[src/ost_pkg.sv]
package ost_pkg;

   localparam int FIELD_W        = 32;
   localparam int ENTRY_ID_LSB   = 32;
   localparam int ENTRY_SLOT_LSB = 64;

   typedef enum logic [2:0] {
      REQ_INSERT     = 3'd0,
      REQ_DELETE     = 3'd1,
      REQ_LOOKUP     = 3'd2,
      REQ_SET_FLAGS  = 3'd3,
      REQ_READ_ORDER = 3'd4
   } req_kind_type;

   typedef enum logic [1:0] {
      ST_OK        = 2'd0,
      ST_FAIL      = 2'd1,
      ST_NOT_FOUND = 2'd2
   } status_type;

   typedef enum logic [1:0] {
      SEL_RANK = 2'd0,
      SEL_SLOT = 2'd1,
      SEL_ID   = 2'd2
   } sel_mode_type;

   typedef enum logic [1:0] {
      S_IDLE   = 2'd0,
      S_EVAL   = 2'd1,
      S_UPDATE = 2'd2
   } state_type;

   typedef struct packed {
      sel_mode_type        sel_mode;
      logic [FIELD_W-1:0]  key_id;
      logic                upd_en;
   } cell_ctrl_type;

endpackage

[src/ost_cell.sv]
module ost_cell #(
   parameter int SLOTS = 32,
   parameter int POS   = 0
) (
   input  logic                         clock,
   input  logic                         reset,
   input  ost_pkg::cell_ctrl_type       ctrl,
   input  logic [$clog2(SLOTS)-1:0]     sel_slot,
   input  logic [$clog2(SLOTS)-1:0]     sel_rank,
   input  logic [$clog2(SLOTS)+64:0]    old_entry,
   input  logic [$clog2(SLOTS)+64:0]    new_entry,
   input  logic [$clog2(SLOTS)+64:0]    prv_entry,
   input  logic                         prv_lt,
   input  logic                         prv_id_hit,
   input  logic [$clog2(SLOTS)+64:0]    nxt_entry,
   input  logic                         nxt_lt,
   output logic [$clog2(SLOTS)+64:0]    cur_entry,
   output logic                         cur_lt,
   output logic [$clog2(SLOTS)+64:0]    cmp_entry,
   output logic                         cmp_lt,
   output logic                         id_hit,
   output logic                         sel_hit
);
   import ost_pkg::*;

   localparam int SW = $clog2(SLOTS);
   localparam int EW = SW + 65;
   localparam logic [SW-1:0] POS_CODE = SW'(POS);

   logic               valid_ff, valid_in;
   logic [SW-1:0]      slot_ff, slot_in;
   logic [FIELD_W-1:0] id_ff, id_in;
   logic [FIELD_W-1:0] flags_ff, flags_in;
   logic               ge_old;
   logic [EW-1:0]      next_entry;

   // occupied entries first by (id, slot), then free entries by slot
   function automatic logic key_lt(input logic [EW-1:0] a, input logic [EW-1:0] b);
      logic               a_valid, b_valid;
      logic [FIELD_W-1:0] a_id, b_id;
      logic [SW-1:0]      a_slot, b_slot;
      a_valid = a[EW-1];
      b_valid = b[EW-1];
      a_id    = a[ENTRY_ID_LSB +: FIELD_W];
      b_id    = b[ENTRY_ID_LSB +: FIELD_W];
      a_slot  = a[ENTRY_SLOT_LSB +: SW];
      b_slot  = b[ENTRY_SLOT_LSB +: SW];
      if (a_valid != b_valid) begin
         return a_valid;
      end else if (a_valid && (a_id != b_id)) begin
         return a_id < b_id;
      end else begin
         return a_slot < b_slot;
      end
   endfunction

   assign cur_entry = {valid_ff, slot_ff, id_ff, flags_ff};
   assign cur_lt    = key_lt(cur_entry, new_entry);
   assign ge_old    = !key_lt(cur_entry, old_entry);

   // view of this position once the old entry has been taken out
   assign cmp_entry = ge_old ? nxt_entry : cur_entry;
   assign cmp_lt    = ge_old ? nxt_lt : cur_lt;

   // put the new entry back in at its sorted place
   always_comb begin
      if (cmp_lt) begin
         next_entry = cmp_entry;
      end else if (prv_lt) begin
         next_entry = new_entry;
      end else begin
         next_entry = prv_entry;
      end
   end

   assign id_hit = valid_ff && (id_ff == ctrl.key_id);

   always_comb begin
      unique case (ctrl.sel_mode)
         SEL_RANK: sel_hit = (POS_CODE == sel_rank);
         SEL_SLOT: sel_hit = (slot_ff == sel_slot);
         SEL_ID:   sel_hit = id_hit && !prv_id_hit;
         default:  sel_hit = 1'b0;
      endcase
   end

   always_comb begin
      valid_in = valid_ff;
      slot_in  = slot_ff;
      id_in    = id_ff;
      flags_in = flags_ff;
      if (ctrl.upd_en) begin
         valid_in = next_entry[EW-1];
         slot_in  = next_entry[ENTRY_SLOT_LSB +: SW];
         id_in    = next_entry[ENTRY_ID_LSB +: FIELD_W];
         flags_in = next_entry[0 +: FIELD_W];
      end
   end

   always_ff @(posedge clock) begin
      if (reset) begin
         valid_ff <= 1'b0;
         slot_ff  <= POS_CODE;
      end else begin
         valid_ff <= valid_in;
         slot_ff  <= slot_in;
      end
   end

   always_ff @(posedge clock) begin
      id_ff    <= id_in;
      flags_ff <= flags_in;
   end

endmodule

[config.mk]
export PLATFORM = sky130hd
export DESIGN_NAME = ost_cell
export DESIGN_NICKNAME = d
export VERILOG_FILES = /design/src/ost_pkg.sv /design/src/ost_cell.sv
export SDC_FILE = /design/constraint.sdc
export NUM_CORES = 1
export LEC_CHECK = 0
export ABC_AREA = 0
export BUFFER_PORTS_ARGS = -buffer_cell sky130_fd_sc_hd__buf_4
export CORE_AREA = 2 2 185 187
export DETAILED_ROUTE_END_ITERATION = 16
export DIE_AREA = 0 0 187 189
export PLACE_DENSITY_LB_ADDON = 0.25
export REMOVE_ABC_BUFFERS = 1
export SLEW_MARGIN = 30
export SYNTH_ARGS = -nofsm -noshare
export SYNTH_HDL_FRONTEND = slang
export SYNTH_SLANG_ARGS = --single-unit
[constraint.sdc]
create_clock -name clock -period 3.2 [get_ports clock]
set_clock_uncertainty 0.05 [all_clocks]
set_input_delay 0.48 -clock clock [delete_from_list [all_inputs] [get_ports clock]]
set_output_delay 0.48 -clock clock [all_outputs]
set_load 0.005 [all_outputs]
==> metrics.md <==
| Metric | Value |
|---|---|
| Slowest cell on crit path | edfxtp_1 |
| Failing checks | negative setup slack |
| Clk sink count | 70 |
| Final setup margin | -0.6555 ns |
| Status | complete, but fails checks |
| Switching pwr | a little over 0.002 W |
| I/O pin total | roughly 470 |
| Actual slew at the worst max-slew pin | 0.5232 ns |
| Switching portion of total power | 0.3296 |
| Req. time, crit path | 2.67 ns |
| Worst Hold Depth | 3 |
| Synth Register Bits | 70 |
| Starting Density | 0.2146 |
| Post-synth top cells | 147 x mux2_2, 75 x inv_1, 72 x ha_1 |
| Clock root cell | clkbuf_16 |
| Clock share of power | 0.186 |
| Die area | around 35,000 sq um |
| Crit path buf inv count | 3 |
| Main flop type after synthesis | edfxtp_1 |
| Number of detailed-route iterations in the first pass | 7 |
| Die Ht | 189 um |
| Hold WC Path Type | in2reg |
| Tcrit/Tclk final | 1.205 |
| Crit Reg-Reg Endpoint | id_ff[17]$_DFFE_PP_ |
| Total track usage | 0.1951 |
| Post-synthesis cell count | between 600 and 700 |
| CTS tree | yes |
| Critical Path Source Type | flip-flop |
| Peak supply drop | between 200 and 250 uV |
| Placed Area | between 10,000 and 15,000 sq um |
| Setup CP Type | reg2out |
| Initial drt markers | ~190 |
| Layout cells sized above 1 | 0.6931 |
| Worst skew pair latency | around 0.35 ns |
| Inserted Clock Buffers | 9 |
| R2R Setup Slk | -0.59 ns |
| Hold_sp | reset |
| Gpl congestion | around 0.8 |
| Input/output buffers | approximately 440 |
| Drt via density | ~4.4 |
| Crit path largest cell delay | 0.45 ns |
| Seq/Total Area, Yosys | 0.2859 |
| Share of the synthesized area in the top cell type | 0.2691 |
| Int Pwr | 0.004183 W |
| Final setup vio count | approximately 140 |
| Unrepaired setup endpoints after global routing | yes |
| Final Critical Period | between 3 and 4 ns |
| Reg2Reg Depth | 15 |
| Pin count of the biggest net entering global routing | between 40 and 50 |
| Antenna violations before repair | 2 |
| Remaining antenna violation count after routing | 0 |
| Cell Rows | 67 |
| DRT Wirelength | 36.25 mm |
| Synth cell types | 48 |
| Mapped Area | just over 7000 sq um |
| LEAKAGE | 6.642 nW |
| Area Growth Syn to Fin | 89.07% |
| Die X | 187 um |
| Pre-CTS setup slack | -0.8978 ns |
| First-pass GRT wire length | approximately 51 mm |
| Crit-path cells | ha_4, nor2b_1, o31ai_1, buf_4, a31oi_4, o311a_4, o31ai_4, or2_4, clkbuf_16, mux2_4, buf_6 |
| Max-cap check violation count | 0 |
| Syn. warnings | 0 |
| Worst setup EP type | output pin |
| CP arrival | between 3 and 4 ns |
| Power, Total | around 0.0062 W |
| Final instance area | approximately 14,000 sq um |
| WL/cell | roughly 22 um |
| Worst rel slew slack | 0.6500 |
| Most frequent cell after synthesis | mux2_2 |
| CP delay by family, top | compound AO/OA/AOI/OAI gates |
| Post-synth ARST share | 0 |
| Nets@finish | approximately 1,600 |
| Hold Violations, Final | 0 |
| Syn Area/Cell | ~11 sq um |
| Residual DRC count | 0 |
| Seq pwr share | 0.213 |
| Area leader, netlist | edfxtp_1 |
| Number of synthesized flops with an enable pin | between 60 and 70 |
| Via count | 7,348 |
| CP startpoint | id_ff[1]$_DFFE_PP_ |
| FMAX | 0.2594 GHz |
| WHS Endpoint | slot_ff[2]$_SDFFE_PP0P_ |
| Crit Path Max Fanout | 8 |
| Hold_buf cts | 0 |
| FILL cells | ~3,300 |
| CTS max path bufs | 2 |
| Core ar. | about 33,000 sq um |
| Remaining global-route overflow | 0 |
| Vias in the first global route | 7,842 |
| Clock Pin Slew Worst Setup and Hold Paths | approximately 0.08 ns |
| Synth top area cells | edfxtp_1 27%, mux2_2 23%, ha_1 13% |
| Pwr Density | between 400 and 500 nW/um^2 |
| Worst r2r src | id_ff[1]$_DFFE_PP_ |
| Slew Viols, Final | 0 |
| CTS H-Tree Depth | 3 |
| Post-DP HPWL | 27.65 mm |
| Combinational Power Share | 0.601 |
==> worst reg2reg max path: cells and delay by family (launching register included) <==
family	cells	cell delay, ns
adders and majority gates	1	0.24
AOI/OAI and AO/OA	4	0.98
buffers and inverters	6	0.84
DFF	1	0.45
and+or+nand+nor	2	0.43
muxes	2	0.53
==> worst max path at each step <==
stage	endpoint	slack, ns	cells after the start
after CTS	cmp_entry[13]	-0.66	13
after floorplan	slot_ff[0]$_SDFFE_PP0P_	-6.09	10
final	cmp_entry[36]	-0.66	11
after global routing	cmp_entry[36]	-0.76	11
after global placement	flags_ff[4]$_DFFE_PP_	-0.86	13
after detailed placement	flags_ff[1]$_DFFE_PP_	-0.90	13
==> registers in the layout, indices dropped and copies added, names as in the netlist <==
name	count
valid_ff	1
slot_ff	5
id_ff	32
flags_ff	32
==> timing repair <==
item	CTS	global route
cloned	12	3
setup endpoints to repair	143	143
pin swaps	14	23
buffers inserted	26	26
gates resized for setup	144	71
==> power groups by stage <==
| stage | clock network [W] | logic, W | registers, W |
|---|---|---|---|
| 2_1_floorplan | 0 | 0.00136 | 0.00137 |
| 3_3_place_gp | 0 | 0.00282 | 0.00135 |
| 3_5_place_dp | 0 | 0.00285 | 0.00134 |
| 4_1_cts | 0.00121 | 0.00357 | 0.00133 |
| 5_1_grt | 0.00123 | 0.00399 | 0.00135 |
| 6_report | 0.00116 | 0.00375 | 0.00133 |
==> cells in the final DEF (no fill, tap or decap), types with 13 or more instances in the layout <==
master    netlist  layout
buf_4           2     489
nand2_1        25      22
a21oi_1        29      27
mux2_2        147      87
buf_6           6      59
mux2_4         50     110
edfxtp_1       64      64
nand4_1        13      13
ha_1           72      64
xor2_1         28      25
inv_1          75      73
==> per-layer routing <==
| layer | part of all wire | global-route usage |
|---|---|---|
| met1 | 0.40 | 0.2250 |
| met2 | 0.52 | 0.3590 |
| met3 | 0.061 | 0.04597 |
| met4 | 0.020 | 0.05403 |
| met5 | 0 | 0 |
==> cells by family (layout without fill, tap and decap cells) <==
logic type / Yosys count / count (layout) / share of synthesized area
buffers and inverters: 100 / 668 / 0.06132
AOI/OAI and AO/OA: 74 / 74 / 0.07131
muxes: 204 / 204 / 0.3467
xor gates and xnor gates: 37 / 37 / 0.04538
and+or+nand+nor: 87 / 87 / 0.06325
other: 0 / 2 / 0
adders and majority gates: 72 / 72 / 0.1261
DFF: 70 / 70 / 0.2859
==> layout make-up <==
| class | instances | area (sq um) | area share |
|---|---|---|---|
| well taps | 448 | 560.5 | 0.04151 |
| clock buffers | 9 | 225.2 | 0.01668 |
| repair buffers | 577 | 4969 | 0.3680 |
| diodes | 2 | 5.005 | 0.0003706 |
| clock inverters | 7 | 97.59 | 0.007228 |
| flip-flops and latches | 70 | 2042 | 0.1512 |
| inverters | 75 | 284.0 | 0.02103 |
| multi-input cells | 474 | 5320 | 0.3940 |
==> stage by stage <==
stage | instances | utilization | hold WS [ns] | setup TNS [ns]
4_1_cts | 1639 | 0.3912 | 0.3835 | -72.18
6_report | 1662 | 0.4057 | 0.4087 | -76.05
5_1_grt | 1662 | 0.4057 | 0.4062 | -93.95
3_3_place_gp | 1587 | 0.3468 | 0.6264 | -97.70
2_1_floorplan | 619 | - | 0.5425 | -427.41
3_5_place_dp | 1587 | 0.3468 | 0.6202 | -103.11
Note: power is estimated with default switching activity, not from simulation.
